$ cat src/sv/sadn_pkg.sv
// Shared types and constants of the six-axis deadband normaliser.
// Used by sadn_ctrl, sadn_datapath and the top level; depends on nothing.
package sadn_pkg;

	// Number of axes and fixed field widths
	localparam int N_AXES = 6;
	localparam int FS_W   = 15;
	localparam int DB_W   = 15;
	localparam int LIM_W  = 16;
	localparam int OUT_W  = 16;
	localparam int KIND_W = 2;
	localparam int BIDX_W = 8;
	localparam int CFG_IDX_W  = 3;
	localparam int CFG_DATA_W = 16;

	// Poll result kinds
	localparam logic [KIND_W-1:0] KIND_NONE   = 2'd0;
	localparam logic [KIND_W-1:0] KIND_MOTION = 2'd1;
	localparam logic [KIND_W-1:0] KIND_BUTTON = 2'd2;
	localparam logic [KIND_W-1:0] KIND_OTHER  = 2'd3;

	// Axis order of the held values and results
	localparam int AX_FORWARD  = 0;
	localparam int AX_LATERAL  = 1;
	localparam int AX_VERTICAL = 2;
	localparam int AX_ROLL     = 3;
	localparam int AX_PITCH    = 4;
	localparam int AX_YAW      = 5;

	// Register indexes
	localparam logic [CFG_IDX_W-1:0] REG_FS_FORWARD  = 3'd0;
	localparam logic [CFG_IDX_W-1:0] REG_FS_LATERAL  = 3'd1;
	localparam logic [CFG_IDX_W-1:0] REG_FS_VERTICAL = 3'd2;
	localparam logic [CFG_IDX_W-1:0] REG_FS_ROLL     = 3'd3;
	localparam logic [CFG_IDX_W-1:0] REG_FS_PITCH    = 3'd4;
	localparam logic [CFG_IDX_W-1:0] REG_FS_YAW      = 3'd5;
	localparam logic [CFG_IDX_W-1:0] REG_DEADBAND    = 3'd6;
	localparam logic [CFG_IDX_W-1:0] REG_IDLE_LIMIT  = 3'd7;

	// Register reset values
	localparam logic [FS_W-1:0]  FS_RESET  = 15'd350;
	localparam logic [DB_W-1:0]  DB_RESET  = 15'd0;
	localparam logic [LIM_W-1:0] LIM_RESET = 16'd100;

	// Controller states
	typedef enum logic [2:0] {
		ST_IDLE,
		ST_LOAD_Q,
		ST_DIV_Q,
		ST_LOAD_R,
		ST_DIV_R,
		ST_DONE
	} state_t;

	// Commands from controller to datapath
	typedef struct packed {
		logic accept;
		logic load_q;
		logic step;
		logic load_r;
		logic finish;
	} ctl_cmd_t;

endpackage

$ cat src/sv/sadn_ctrl.sv
// Sequencing controller of the six-axis deadband normaliser.
// Depends on sadn_pkg; drives the command struct of sadn_datapath.
module sadn_ctrl
	import sadn_pkg::*;
#(
	parameter int FRAC_BITS = 15
) (
	input  logic     clk,
	input  logic     arst_n,
	input  logic     in_valid,
	output logic     in_ready,
	output logic     out_valid,
	input  logic     out_ready,
	output ctl_cmd_t cmd
);

	localparam int CNT_W = $clog2(FRAC_BITS);
	localparam logic [CNT_W-1:0] CNT_LAST = CNT_W'(FRAC_BITS - 1);

	state_t           state_q, state_d;
	logic [CNT_W-1:0] cnt_q;
	logic             out_valid_q;
	logic             slot_free;

	assign slot_free = !out_valid_q || out_ready;

	// Next state
	always_comb begin
		state_d = state_q;
		case (state_q)
			ST_IDLE:   if (in_valid) state_d = ST_LOAD_Q;
			ST_LOAD_Q: state_d = ST_DIV_Q;
			ST_DIV_Q:  if (cnt_q == CNT_LAST) state_d = ST_LOAD_R;
			ST_LOAD_R: state_d = ST_DIV_R;
			ST_DIV_R:  if (cnt_q == CNT_LAST) state_d = ST_DONE;
			ST_DONE:   if (slot_free) state_d = ST_IDLE;
			default:   state_d = ST_IDLE;
		endcase
	end

	// Outputs
	always_comb begin
		cmd      = '0;
		in_ready = 1'b0;
		case (state_q)
			ST_IDLE: begin
				in_ready   = 1'b1;
				cmd.accept = in_valid;
			end
			ST_LOAD_Q: cmd.load_q = 1'b1;
			ST_DIV_Q:  cmd.step   = 1'b1;
			ST_LOAD_R: cmd.load_r = 1'b1;
			ST_DIV_R:  cmd.step   = 1'b1;
			ST_DONE:   cmd.finish = slot_free;
			default:   cmd = '0;
		endcase
	end

	// State, step counter and result flag
	always_ff @(posedge clk or negedge arst_n) begin
		if (!arst_n) begin
			state_q     <= ST_IDLE;
			cnt_q       <= '0;
			out_valid_q <= 1'b0;
		end else begin
			state_q <= state_d;
			if (cmd.step) begin
				cnt_q <= (cnt_q == CNT_LAST) ? '0 : cnt_q + 1'b1;
			end
			if (cmd.finish) begin
				out_valid_q <= 1'b1;
			end else if (out_ready) begin
				out_valid_q <= 1'b0;
			end
		end
	end

	assign out_valid = out_valid_q;

	// An accepted transaction always starts the first division setup
	a_accept_loads: assert property (@(posedge clk) disable iff (!arst_n)
		(in_valid && in_ready) |=> state_q == ST_LOAD_Q)
		else $error("accepted transaction did not start the setup");

	// Each division starts with the step counter at zero
	a_cnt_start: assert property (@(posedge clk) disable iff (!arst_n)
		(state_q == ST_LOAD_Q || state_q == ST_LOAD_R) |-> cnt_q == '0)
		else $error("step counter not cleared at division start");

	// A result appears only out of the finishing state
	a_valid_source: assert property (@(posedge clk) disable iff (!arst_n)
		$rose(out_valid_q) |-> $past(state_q) == ST_DONE)
		else $error("result raised outside the finishing state");

	// A pending result is never overwritten
	a_no_overwrite: assert property (@(posedge clk) disable iff (!arst_n)
		cmd.finish |-> (!out_valid_q || out_ready))
		else $error("result register overwritten while pending");

endmodule

$ cat src/sv/sadn_datapath.sv
// Datapath of the six-axis deadband normaliser: registers, held state and
// six bit-serial divider lanes. Depends on sadn_pkg; commanded by sadn_ctrl.
module sadn_datapath
	import sadn_pkg::*;
#(
	parameter int RAW_WIDTH   = 16,
	parameter int FRAC_BITS   = 15,
	parameter int COUNT_WIDTH = 16
) (
	input  logic                        clk,
	input  logic                        arst_n,
	input  ctl_cmd_t                    cmd,
	input  logic                        cfg_we,
	input  logic [CFG_IDX_W-1:0]        cfg_index,
	input  logic [CFG_DATA_W-1:0]       cfg_data,
	input  logic [KIND_W-1:0]           kind,
	input  logic signed [RAW_WIDTH-1:0] raw_x,
	input  logic signed [RAW_WIDTH-1:0] raw_y,
	input  logic signed [RAW_WIDTH-1:0] raw_z,
	input  logic signed [RAW_WIDTH-1:0] raw_rx,
	input  logic signed [RAW_WIDTH-1:0] raw_ry,
	input  logic signed [RAW_WIDTH-1:0] raw_rz,
	input  logic [BIDX_W-1:0]           button_index,
	input  logic                        button_pressed,
	output logic signed [OUT_W-1:0]     out_axes [N_AXES],
	output logic                        out_button_one,
	output logic                        out_button_two
);

	localparam int F     = FRAC_BITS;
	// Remainder and divisor width: holds fs (15 bits) and ONE - d (up to 2^F)
	localparam int RW    = (F + 1 > FS_W + 1) ? F + 1 : FS_W + 1;
	// Width for comparing magnitude against full scale
	localparam int MW    = (RAW_WIDTH > FS_W) ? RAW_WIDTH : FS_W;
	// Width for q, d and ONE arithmetic
	localparam int EW    = ((F + 1 > DB_W) ? F + 1 : DB_W) + 1;
	localparam int CMP_W = (COUNT_WIDTH > LIM_W) ? COUNT_WIDTH : LIM_W;
	localparam logic [F:0] ONE = (F + 1)'(1) << F;
	localparam int OMAX_I = (F >= 15) ? 32767 : (1 << F) - 1;
	localparam logic [F:0] OMAX = (F + 1)'(OMAX_I);
	localparam logic signed [RAW_WIDTH-1:0] RAW_LOW = {1'b1, {(RAW_WIDTH-1){1'b0}}};
	localparam logic signed [RAW_WIDTH-1:0] RAW_HIGH = {1'b0, {(RAW_WIDTH-1){1'b1}}};

	// Configuration registers
	logic [FS_W-1:0]  fs_q [N_AXES];
	logic [DB_W-1:0]  db_q;
	logic [LIM_W-1:0] lim_q;

	// Held state
	logic signed [RAW_WIDTH-1:0] held_q [N_AXES];
	logic                        btn1_q, btn2_q;
	logic [COUNT_WIDTH-1:0]      cnt_q;

	// Lane registers
	logic          neg_q  [N_AXES];
	logic [RW-1:0] rem_q  [N_AXES];
	logic [RW-1:0] dvs_q  [N_AXES];
	logic [F-1:0]  quo_q  [N_AXES];
	logic          fix_q  [N_AXES];
	logic [F:0]    fval_q [N_AXES];

	// Result registers
	logic signed [OUT_W-1:0] res_q [N_AXES];
	logic                    rb1_q, rb2_q;

	// Event decode
	logic signed [RAW_WIDTH-1:0] motion   [N_AXES];
	logic [COUNT_WIDTH-1:0]      cnt_next;
	logic                        idle_hit;

	always_comb begin
		motion[AX_FORWARD]  = raw_z;
		motion[AX_LATERAL]  = (raw_x == RAW_LOW) ? RAW_HIGH : -raw_x;
		motion[AX_VERTICAL] = raw_y;
		motion[AX_ROLL]     = raw_rz;
		motion[AX_PITCH]    = (raw_rx == RAW_LOW) ? RAW_HIGH : -raw_rx;
		motion[AX_YAW]      = raw_ry;
		cnt_next = (kind != KIND_NONE) ? '0 : cnt_q + 1'b1;
		idle_hit = CMP_W'(cnt_next) >= CMP_W'(lim_q);
	end

	// Per-lane setup and step values
	logic [RAW_WIDTH-1:0] mag     [N_AXES];
	logic [F:0]           q_val   [N_AXES];
	logic [F:0]           r_val   [N_AXES];
	logic [RW-1:0]        sh      [N_AXES];
	logic                 fit     [N_AXES];
	logic                 q_fix   [N_AXES];
	logic [F:0]           q_fval  [N_AXES];
	logic                 r_zero  [N_AXES];
	logic                 r_full  [N_AXES];
	logic [EW-1:0]        q_e, d_e, one_e;

	always_comb begin
		d_e   = EW'(db_q);
		one_e = EW'(ONE);
		q_e   = '0;
		for (int i = 0; i < N_AXES; i++) begin
			mag[i] = held_q[i][RAW_WIDTH-1] ? RAW_WIDTH'(-held_q[i])
			                                : RAW_WIDTH'(held_q[i]);
			// First quotient: fixed when full scale is zero or |a| >= fs
			q_fix[i]  = (fs_q[i] == '0) || (MW'(mag[i]) >= MW'(fs_q[i]));
			q_fval[i] = (fs_q[i] == '0 && mag[i] == '0) ? '0 : ONE;
			q_val[i]  = fix_q[i] ? fval_q[i] : {1'b0, quo_q[i]};
			// Second quotient: zero in the deadband, full at q = ONE
			q_e       = EW'(q_val[i]);
			r_zero[i] = (d_e >= one_e) || (q_e <= d_e);
			r_full[i] = (q_e == one_e);
			r_val[i]  = fix_q[i] ? fval_q[i] : {1'b0, quo_q[i]};
			if (r_val[i] > OMAX) begin
				r_val[i] = OMAX;
			end
			// Restoring division step
			sh[i]  = {rem_q[i][RW-2:0], 1'b0};
			fit[i] = sh[i] >= dvs_q[i];
		end
	end

	// Configuration writes
	always_ff @(posedge clk or negedge arst_n) begin
		if (!arst_n) begin
			for (int i = 0; i < N_AXES; i++) begin
				fs_q[i] <= FS_RESET;
			end
			db_q  <= DB_RESET;
			lim_q <= LIM_RESET;
		end else if (cfg_we) begin
			case (cfg_index)
				REG_FS_FORWARD, REG_FS_LATERAL, REG_FS_VERTICAL,
				REG_FS_ROLL, REG_FS_PITCH, REG_FS_YAW: begin
					fs_q[cfg_index] <= cfg_data[FS_W-1:0];
				end
				REG_DEADBAND:   db_q  <= cfg_data[DB_W-1:0];
				REG_IDLE_LIMIT: lim_q <= cfg_data[LIM_W-1:0];
				default: ;
			endcase
		end
	end

	// Held axes, buttons and idle counter: update on each accepted transaction
	always_ff @(posedge clk or negedge arst_n) begin
		if (!arst_n) begin
			for (int i = 0; i < N_AXES; i++) begin
				held_q[i] <= '0;
			end
			btn1_q <= 1'b0;
			btn2_q <= 1'b0;
			cnt_q  <= '0;
		end else if (cmd.accept) begin
			cnt_q <= idle_hit ? '0 : cnt_next;
			for (int i = 0; i < N_AXES; i++) begin
				if (idle_hit) begin
					held_q[i] <= '0;
				end else if (kind == KIND_MOTION) begin
					held_q[i] <= motion[i];
				end
			end
			if (kind == KIND_BUTTON) begin
				if (button_index == '0) begin
					btn1_q <= button_pressed;
				end else begin
					btn2_q <= button_pressed;
				end
			end
		end
	end

	function automatic logic [EW-1:0] q_e_lane(input logic [F:0] q);
		return EW'(q);
	endfunction

	// Divider lanes: load, step and capture
	always_ff @(posedge clk) begin
		for (int i = 0; i < N_AXES; i++) begin
			if (cmd.load_q) begin
				neg_q[i]  <= held_q[i][RAW_WIDTH-1];
				fix_q[i]  <= q_fix[i];
				fval_q[i] <= q_fval[i];
				rem_q[i]  <= RW'(mag[i]);
				dvs_q[i]  <= RW'(fs_q[i]);
				quo_q[i]  <= '0;
			end else if (cmd.load_r) begin
				fix_q[i]  <= r_zero[i] || r_full[i];
				fval_q[i] <= r_zero[i] ? '0 : OMAX;
				rem_q[i]  <= RW'(q_e_lane(q_val[i]) - d_e);
				dvs_q[i]  <= RW'(one_e - d_e);
				quo_q[i]  <= '0;
			end else if (cmd.step && !fix_q[i]) begin
				rem_q[i] <= fit[i] ? sh[i] - dvs_q[i] : sh[i];
				quo_q[i] <= {quo_q[i][F-2:0], fit[i]};
			end
			if (cmd.finish) begin
				res_q[i] <= neg_q[i] ? -OUT_W'(r_val[i]) : OUT_W'(r_val[i]);
			end
		end
		if (cmd.finish) begin
			rb1_q <= btn1_q;
			rb2_q <= btn2_q;
		end
	end

	assign out_axes       = res_q;
	assign out_button_one = rb1_q;
	assign out_button_two = rb2_q;

endmodule

$ cat src/sv/six_axis_deadband_normalizer.sv
// Top level of the six-axis deadband normaliser.
// Depends on sadn_pkg, sadn_ctrl and sadn_datapath.
//
// Each poll transaction updates the held axes, the button latches and the
// idle counter, then returns one result: six axes in signed Q1.FRAC_BITS
// (forward=z, lateral=-x, vertical=y, roll=rz, pitch=-rx, yaw=ry) scaled by
// their full-scale registers, clamped to +-1 and rescaled outside the
// deadband, plus both button states. One transaction is processed at a time;
// the six bit-serial divider lanes each run the scale division and then the
// deadband-slope division at one quotient bit per cycle. A new transaction is
// taken while a finished result still waits on out_ready. Configuration writes
// are always taken and must only be issued while the block is idle.
module six_axis_deadband_normalizer
	import sadn_pkg::*;
#(
	parameter int RAW_WIDTH   = 16,
	parameter int FRAC_BITS   = 15,
	parameter int COUNT_WIDTH = 16
) (
	input  logic                        clk,
	input  logic                        arst_n,
	// configuration channel
	input  logic                        cfg_valid,
	output logic                        cfg_ready,
	input  logic [CFG_IDX_W-1:0]        cfg_index,
	input  logic [CFG_DATA_W-1:0]       cfg_data,
	// poll channel
	input  logic                        in_valid,
	output logic                        in_ready,
	input  logic [KIND_W-1:0]           kind,
	input  logic signed [RAW_WIDTH-1:0] raw_x,
	input  logic signed [RAW_WIDTH-1:0] raw_y,
	input  logic signed [RAW_WIDTH-1:0] raw_z,
	input  logic signed [RAW_WIDTH-1:0] raw_rx,
	input  logic signed [RAW_WIDTH-1:0] raw_ry,
	input  logic signed [RAW_WIDTH-1:0] raw_rz,
	input  logic [BIDX_W-1:0]           button_index,
	input  logic                        button_pressed,
	// result channel
	output logic                        out_valid,
	input  logic                        out_ready,
	output logic signed [OUT_W-1:0]     out_forward,
	output logic signed [OUT_W-1:0]     out_lateral,
	output logic signed [OUT_W-1:0]     out_vertical,
	output logic signed [OUT_W-1:0]     out_roll,
	output logic signed [OUT_W-1:0]     out_pitch,
	output logic signed [OUT_W-1:0]     out_yaw,
	output logic                        out_button_one,
	output logic                        out_button_two
);

	ctl_cmd_t                cmd;
	logic signed [OUT_W-1:0] axes [N_AXES];

	// Registers take a write in any cycle
	assign cfg_ready = 1'b1;

	sadn_ctrl #(
		.FRAC_BITS (FRAC_BITS)
	) u_ctrl (
		.clk       (clk),
		.arst_n    (arst_n),
		.in_valid  (in_valid),
		.in_ready  (in_ready),
		.out_valid (out_valid),
		.out_ready (out_ready),
		.cmd       (cmd)
	);

	sadn_datapath #(
		.RAW_WIDTH   (RAW_WIDTH),
		.FRAC_BITS   (FRAC_BITS),
		.COUNT_WIDTH (COUNT_WIDTH)
	) u_datapath (
		.clk            (clk),
		.arst_n         (arst_n),
		.cmd            (cmd),
		.cfg_we         (cfg_valid),
		.cfg_index      (cfg_index),
		.cfg_data       (cfg_data),
		.kind           (kind),
		.raw_x          (raw_x),
		.raw_y          (raw_y),
		.raw_z          (raw_z),
		.raw_rx         (raw_rx),
		.raw_ry         (raw_ry),
		.raw_rz         (raw_rz),
		.button_index   (button_index),
		.button_pressed (button_pressed),
		.out_axes       (axes),
		.out_button_one (out_button_one),
		.out_button_two (out_button_two)
	);

	assign out_forward  = axes[AX_FORWARD];
	assign out_lateral  = axes[AX_LATERAL];
	assign out_vertical = axes[AX_VERTICAL];
	assign out_roll     = axes[AX_ROLL];
	assign out_pitch    = axes[AX_PITCH];
	assign out_yaw      = axes[AX_YAW];

endmodule
$ cat config.mk
export PLATFORM = sky130hd
export DESIGN_NAME = six_axis_deadband_normalizer
export DESIGN_NICKNAME = d
export VERILOG_FILES = /design/src/sv/sadn_pkg.sv /design/src/sv/sadn_ctrl.sv /design/src/sv/sadn_datapath.sv /design/src/sv/six_axis_deadband_normalizer.sv
export SDC_FILE = /design/constraint.sdc
export NUM_CORES = 2
export LEC_CHECK = 0
export BUFFER_PORTS_ARGS = -buffer_cell sky130_fd_sc_hd__buf_2
export CAP_MARGIN = 0
export CORE_UTILIZATION = 50
export CTS_CLUSTER_DIAMETER = 50
export DETAILED_ROUTE_END_ITERATION = 6
export PLACE_DENSITY = 0.67
export SKIP_LAST_GASP = 1
export SLEW_MARGIN = 15
export SYNTH_ARGS = -nofsm -noshare
export SYNTH_HDL_FRONTEND = slang
export SYNTH_HIERARCHICAL = 1
export SYNTH_SLANG_ARGS = --single-unit
$ cat constraint.sdc
create_clock -name clk -period 10.1 [get_ports clk]
set_input_delay 0.505 -clock clk [delete_from_list [all_inputs] [get_ports clk]]
set_output_delay 0.505 -clock clk [all_outputs]
set_load 0.05 [all_outputs]
# Yosys cells after proc, flatten, opt, wreduce, memory -nomap -nowiden
# Memory sizes are Yosys's and may differ from the RTL's.
# Index checks and enable logic that the tools add are counted.
# op_classes
addsub,29
order_cmp,27
eq_ne,27
n_mux,146
n_bitwise,44
n_reduce_logical,60
# op_table
operator,count
16-bit two-way mux,76
15-bit two-way mux,19
16-bit negator,14
16-bit == test (second input constant),8
16-bit greater-or-equal comparator,7
16-bit by 15-bit greater-or-equal comparator with 1-bit output,6
16-bit by 15-bit > comparator with 1-bit output (second input constant),6
16-bit by 15-bit less-or-equal comparator with 1-bit output,6
16-bit zero test,6
16-bit by 15-bit subtractor with 16-bit output,6
16-bit subtractor,6
90-bit bitwise mux,1
15-bit zero test,6
15-bit demux with 3-bit select,1
1-bit two-way mux,43
1-bit bitwise OR,42
3-bit == test (second input constant),6
3-bit case mux with 6 select lines,1
16-bit by 1-bit adder with 16-bit output (second input constant),1
16-bit by 15-bit subtractor with 16-bit output (first input constant),1
1-bit logical AND,13
1-bit logical OR,13
3-bit by 2-bit == test with 1-bit output (second input constant),4
3-bit two-way mux,4
other kinds (21),37
# word_totals
reg_bits,341
ramBits,390
in_bits,131
output_inout_bits,101
elab_cells,367
memories,6
# memory_table
name,words,word_bits,read_ports,rd_clocked_by_memory_dff,wr,line,rtl
u_datapath.dvs_q,6,16,6,0,6,sadn_datapath.sv:57,logic [RW-1:0] dvs_q [N_AXES];
u_datapath.fval_q,6,16,6,0,6,sadn_datapath.sv:60,logic [F:0] fval_q [N_AXES];
u_datapath.rem_q,6,16,6,0,6,sadn_datapath.sv:56,logic [RW-1:0] rem_q [N_AXES];
u_datapath.quo_q,6,15,6,0,6,sadn_datapath.sv:58,logic [F-1:0] quo_q [N_AXES];
u_datapath.fix_q,6,1,6,0,6,sadn_datapath.sv:59,logic fix_q [N_AXES];
u_datapath.neg_q,6,1,6,0,6,sadn_datapath.sv:55,logic neg_q [N_AXES];

# Longest topological paths before layout
# depth
word_depth,9
depth_mapped,17
ltp_nobuf,15

# By module
# Netlist, hierarchy kept.
# by_module_without_submodules
mod,n_inst,cells_per_inst,area_per_inst_um2,seq_area_each_um2
sadn_datapath,1,4584,42629.6,17720.7
sadn_ctrl,1,46,480.5,200.2
six_axis_deadband_normalizer,1,2,11.3,0.0

# Worst setup path after synthesis
# OpenSTA, ideal clock, no wires.
# synth_timing
path_kind,reg2reg
start,reg u_ctrl.out_valid_q (netlist: u_ctrl/out_valid)
end,"reg u_datapath.res_q (netlist bit u_datapath/out_axes[0]), enable pin"
setup_ps,555
t_arrival_ps,4867
required_ps,9545
slack_ps,4677
stages_incl_launch_ff,3
n_path_buf,0
period_less_slack_ps,5423
path_cell_list,dfrtp_1 > nor2b_1 > nor2_1
# synth_lines
item,line,rtl
from (decl),sadn_ctrl.sv:22,logic out_valid_q;
from (signal assigned),sadn_ctrl.sv:64,out_valid_q <= 1'b0;
from (signal assigned),sadn_ctrl.sv:71,out_valid_q <= 1'b1;
from (signal assigned),sadn_ctrl.sv:73,out_valid_q <= 1'b0;
"to (signal, indexed assignment)",sadn_datapath.sv:193,res_q[i] <= neg_q[i] ? -OUT_W'(r_val[i]) : OUT_W'(r_val[i]);
to (decl),sadn_datapath.sv:63,logic signed [OUT_W-1:0] res_q [N_AXES];

==> results.md <==
- Outcome: finished clean
- Seq cells post-synth: 636
- Largest net degree at the start of global routing: 129
- First-pass GRT wire length: 203,300 microns
- Crit path required time: 10.48 ns
- Synthesized cell area: between 40,000 and 50,000 sq um
- GRT Total Usage: 0.3071
- DR pass1 iterations: 6
- CTS max path bufs: 3
- Port Buffers: 230
- Post-synth net total: 5,083
- Max-slew headroom: 0.1958
- Number of library cell types mapped by synthesis: 91
- Die W: ~300 microns
- Initial DRC Count: 3,767
- Sequential Area: 17,920 sq um
- Number of global-route vias before repair: ~34k
- H-tree depth: 3
- Core Util, Final: 0.5688
- HP Class: input pin to register
- Area of the multi-input gates: 23,130 sq um
- Peak supply drop: 0.2357 mV
- Worst Path Arrival: 4.78 ns
- Synth warnings: 6
- Gr ovfl total: 0
- Crit Path Max Fanout: 46
- # fillers: about 7.6k
- Die area: 87,420 sq um
- Post-cts resize count: 0
- Pwr Total: between 15 and 20 mW
- Final min period: approximately 4.4 ns
- Final hold violations: 0
- Ys flop type: edfxtp_1
- Total clock sinks: 636
- Core area: 85,280 sq um
- Final setup vio count: 0
- Startpoint types: register
- Measured slew at the worst slew-check pin: 1.206 ns
- Hold-fix buffers, CTS: 1
- Hold Slack: 0.06154 ns
- Post-Synthesis Cells: 4,632
- Static Leak: approximately 20 nW
- DR vias: 36.26k
- Wirelength, routed: 135,500 microns
- # rows: 107
- CTS tree: yes
- Die Ht: 295.7 microns
- CP Capture Type: register
- Post-synth EDFFs: 392
- Remaining DRCs: 0
- Drt wl/cell: approximately 22 microns
- Final net count: 5,263
- Cell area after layout: 48,510 sq um
- Worst-skew pair later-pin latency: 0.66 ns
- Fin. max-slew vios: 0
- Root Buffer: clkbuf_16
- Mean Syn Cell Area: 9.309 sq um
- Number of routed nets with antenna violations: 0
- Placer Congestion: ~0.95
- Crit Path Class: register to register
- CTS Buf Count: 90
- Sequential share of the synthesized area: 0.4156
- Final worst-path cycle share: 0.4365
- Post-DR vias/cell: between 6 and 7
- Async S/R FF share, synth: 0.3821
- Pwr Density: 412.3 nW/um^2
- Commonest non-fill, non-tap cells in the layout: o21ai_0, nand2_1, edfxtp_1
- I/O pin cnt: 232
- DP HPWL: 97,490 microns
- Setup TNS: 0 ns
- Placed cell areas: 45,410 sq um
- Area growth, synth to finish: 12.50%
- Initial antenna violation count: 7
- Most common cell after layout, fill and taps aside: o21ai_0
- Post-CTS setup buffers: 0
- Initial Utilization: 0.5056
- Clock-pin slew on the worst setup and hold paths: 0.06 ns
- FMAX: 0.2268 GHz
- Layout cells sized above 1: 0.1254
- Setup Skew: 0.02504 ns
- Setup repair after global routing missed its margin: false
- Number of max-cap violations: 0
- Inserted Diodes: 0
## cell usage after synthesis (all sizes together) (22+ instances only)
library cell | instances | area [sq um]
a211oi | 73 | 548.0
a21o | 76 | 570.6
a21oi | 263 | 1320
a22o | 72 | 630.6
a31oi | 42 | 262.8
and2 | 33 | 206.5
buf | 25 | 130.1
clkbuf | 163 | 631.9
dfrtp | 204 | 5105
dfstp | 39 | 1025
edfxtp | 392 | 11770
ha | 308 | 3854
inv | 377 | 1415
mux2 | 71 | 803.3
mux2i | 57 | 570.6
nand2 | 401 | 1505
nand2b | 99 | 619.3
nand3 | 85 | 425.4
nand4 | 42 | 262.8
nor2 | 343 | 1295
nor2b | 59 | 369.1
nor3 | 159 | 810.8
nor4 | 47 | 294.0
o21a | 59 | 442.9
o21ai | 424 | 2126
o2bb2ai | 40 | 350.3
o31ai | 48 | 360.4
or2 | 22 | 137.6
or3 | 40 | 260.3
or4 | 30 | 230.2
xnor2 | 175 | 1551
xor2 | 123 | 1077
## worst paths after layout
kind	startpoint	to	slack (ns)	depth (start not counted)
max	u_datapath/fix_q[0][0]	u_datapath/rem_q[0][13]	5.69	13
min	raw_y[10]	u_datapath/held_q[58]	0.06	2
max reg2reg	u_datapath/fix_q[0][0]	u_datapath/rem_q[0][13]	5.69	13
min reg2reg	u_datapath/btn2_q	u_datapath/out_button_two	0.45	0
max in group asynchronous	arst_n	u_datapath/held_q[36]	8.36	3
min in group asynchronous	arst_n	u_ctrl/cnt_q[3]	0.51	2
## routing by layer
metal	wire length (microns)	vias up	share of wire	GRT usage
met3	12950	244	0.096	0.06011
met5	66	-	0.00049	0
met1	61360	17201	0.45	0.4540
met4	4444	6	0.033	0.1063
li1	-	17203	-	-
met2	56640	1609	0.42	0.4456
## per-stage QoR
| step | cells | setup slack [ns] |
|---|---|---|
| after floorplan | 4632 | 4.677 |
| after global placement | 5863 | 5.769 |
| after detailed placement | 5863 | 5.708 |
| after CTS | 6033 | 5.676 |
| after global routing | 6033 | 5.354 |
| final | 6033 | 5.691 |
## flip-flops by register name, summed over array words and instances, names as in the netlist, 3 cells and up
name and count:
u_datapath/lim_q 16, u_datapath/rem_q 90, u_datapath/neg_q 6, u_datapath/out_axes 96
u_datapath/db_q 15, u_datapath/held_q 96, u_ctrl/state_q 3, u_datapath/fix_q 6
u_datapath/fval_q 12, u_datapath/fs_q 90, u_datapath/cnt_q 16, u_datapath/dvs_q 91
u_ctrl/cnt_q 4, u_datapath/quo_q 90
## worst max-delay path: stages, from the launching register on
cell      delay, ns
edfxtp_1       0.70
buf_4          0.47
nand2_1        0.32
o21a_1         0.24
inv_1          0.09
ha_1           0.23
nor2b_1        0.15
o31ai_1        0.39
a21oi_1        0.18
o41ai_1        0.46
o21ai_0        0.27
and4b_1        0.27
o31ai_1        0.25
a22oi_1        0.10
## cells by family after synthesis
logic type,after synthesis,share of synthesized area
AOI/OAI and AO/OA,1265,0.1865
buffers and inverters,565,0.05049
DFF,636,0.4156
other,1,0.00008696
adders and majority gates,320,0.09494
muxes,128,0.03186
xor gates and xnor gates,298,0.06096
and+or+nand+nor,1419,0.1595
## cell type report
| cell class | instances | area share |
|---|---|---|
| clock buffer | 107 | 0.05071 |
| clock inverter | 62 | 0.01305 |
| inverter | 377 | 0.02922 |
| multi-input combinational | 3431 | 0.4767 |
| sequential | 636 | 0.3694 |
| tap | 1144 | 0.02951 |
| timing repair buffer | 276 | 0.03136 |
## power by group
part           internal, mW  switching [mW]  total (mW)
registers              4.32           0.875        5.19
logic                  4.33            7.23        11.6
clock network          1.93            1.31        3.24
Note: power is estimated with default switching activity, not from simulation.
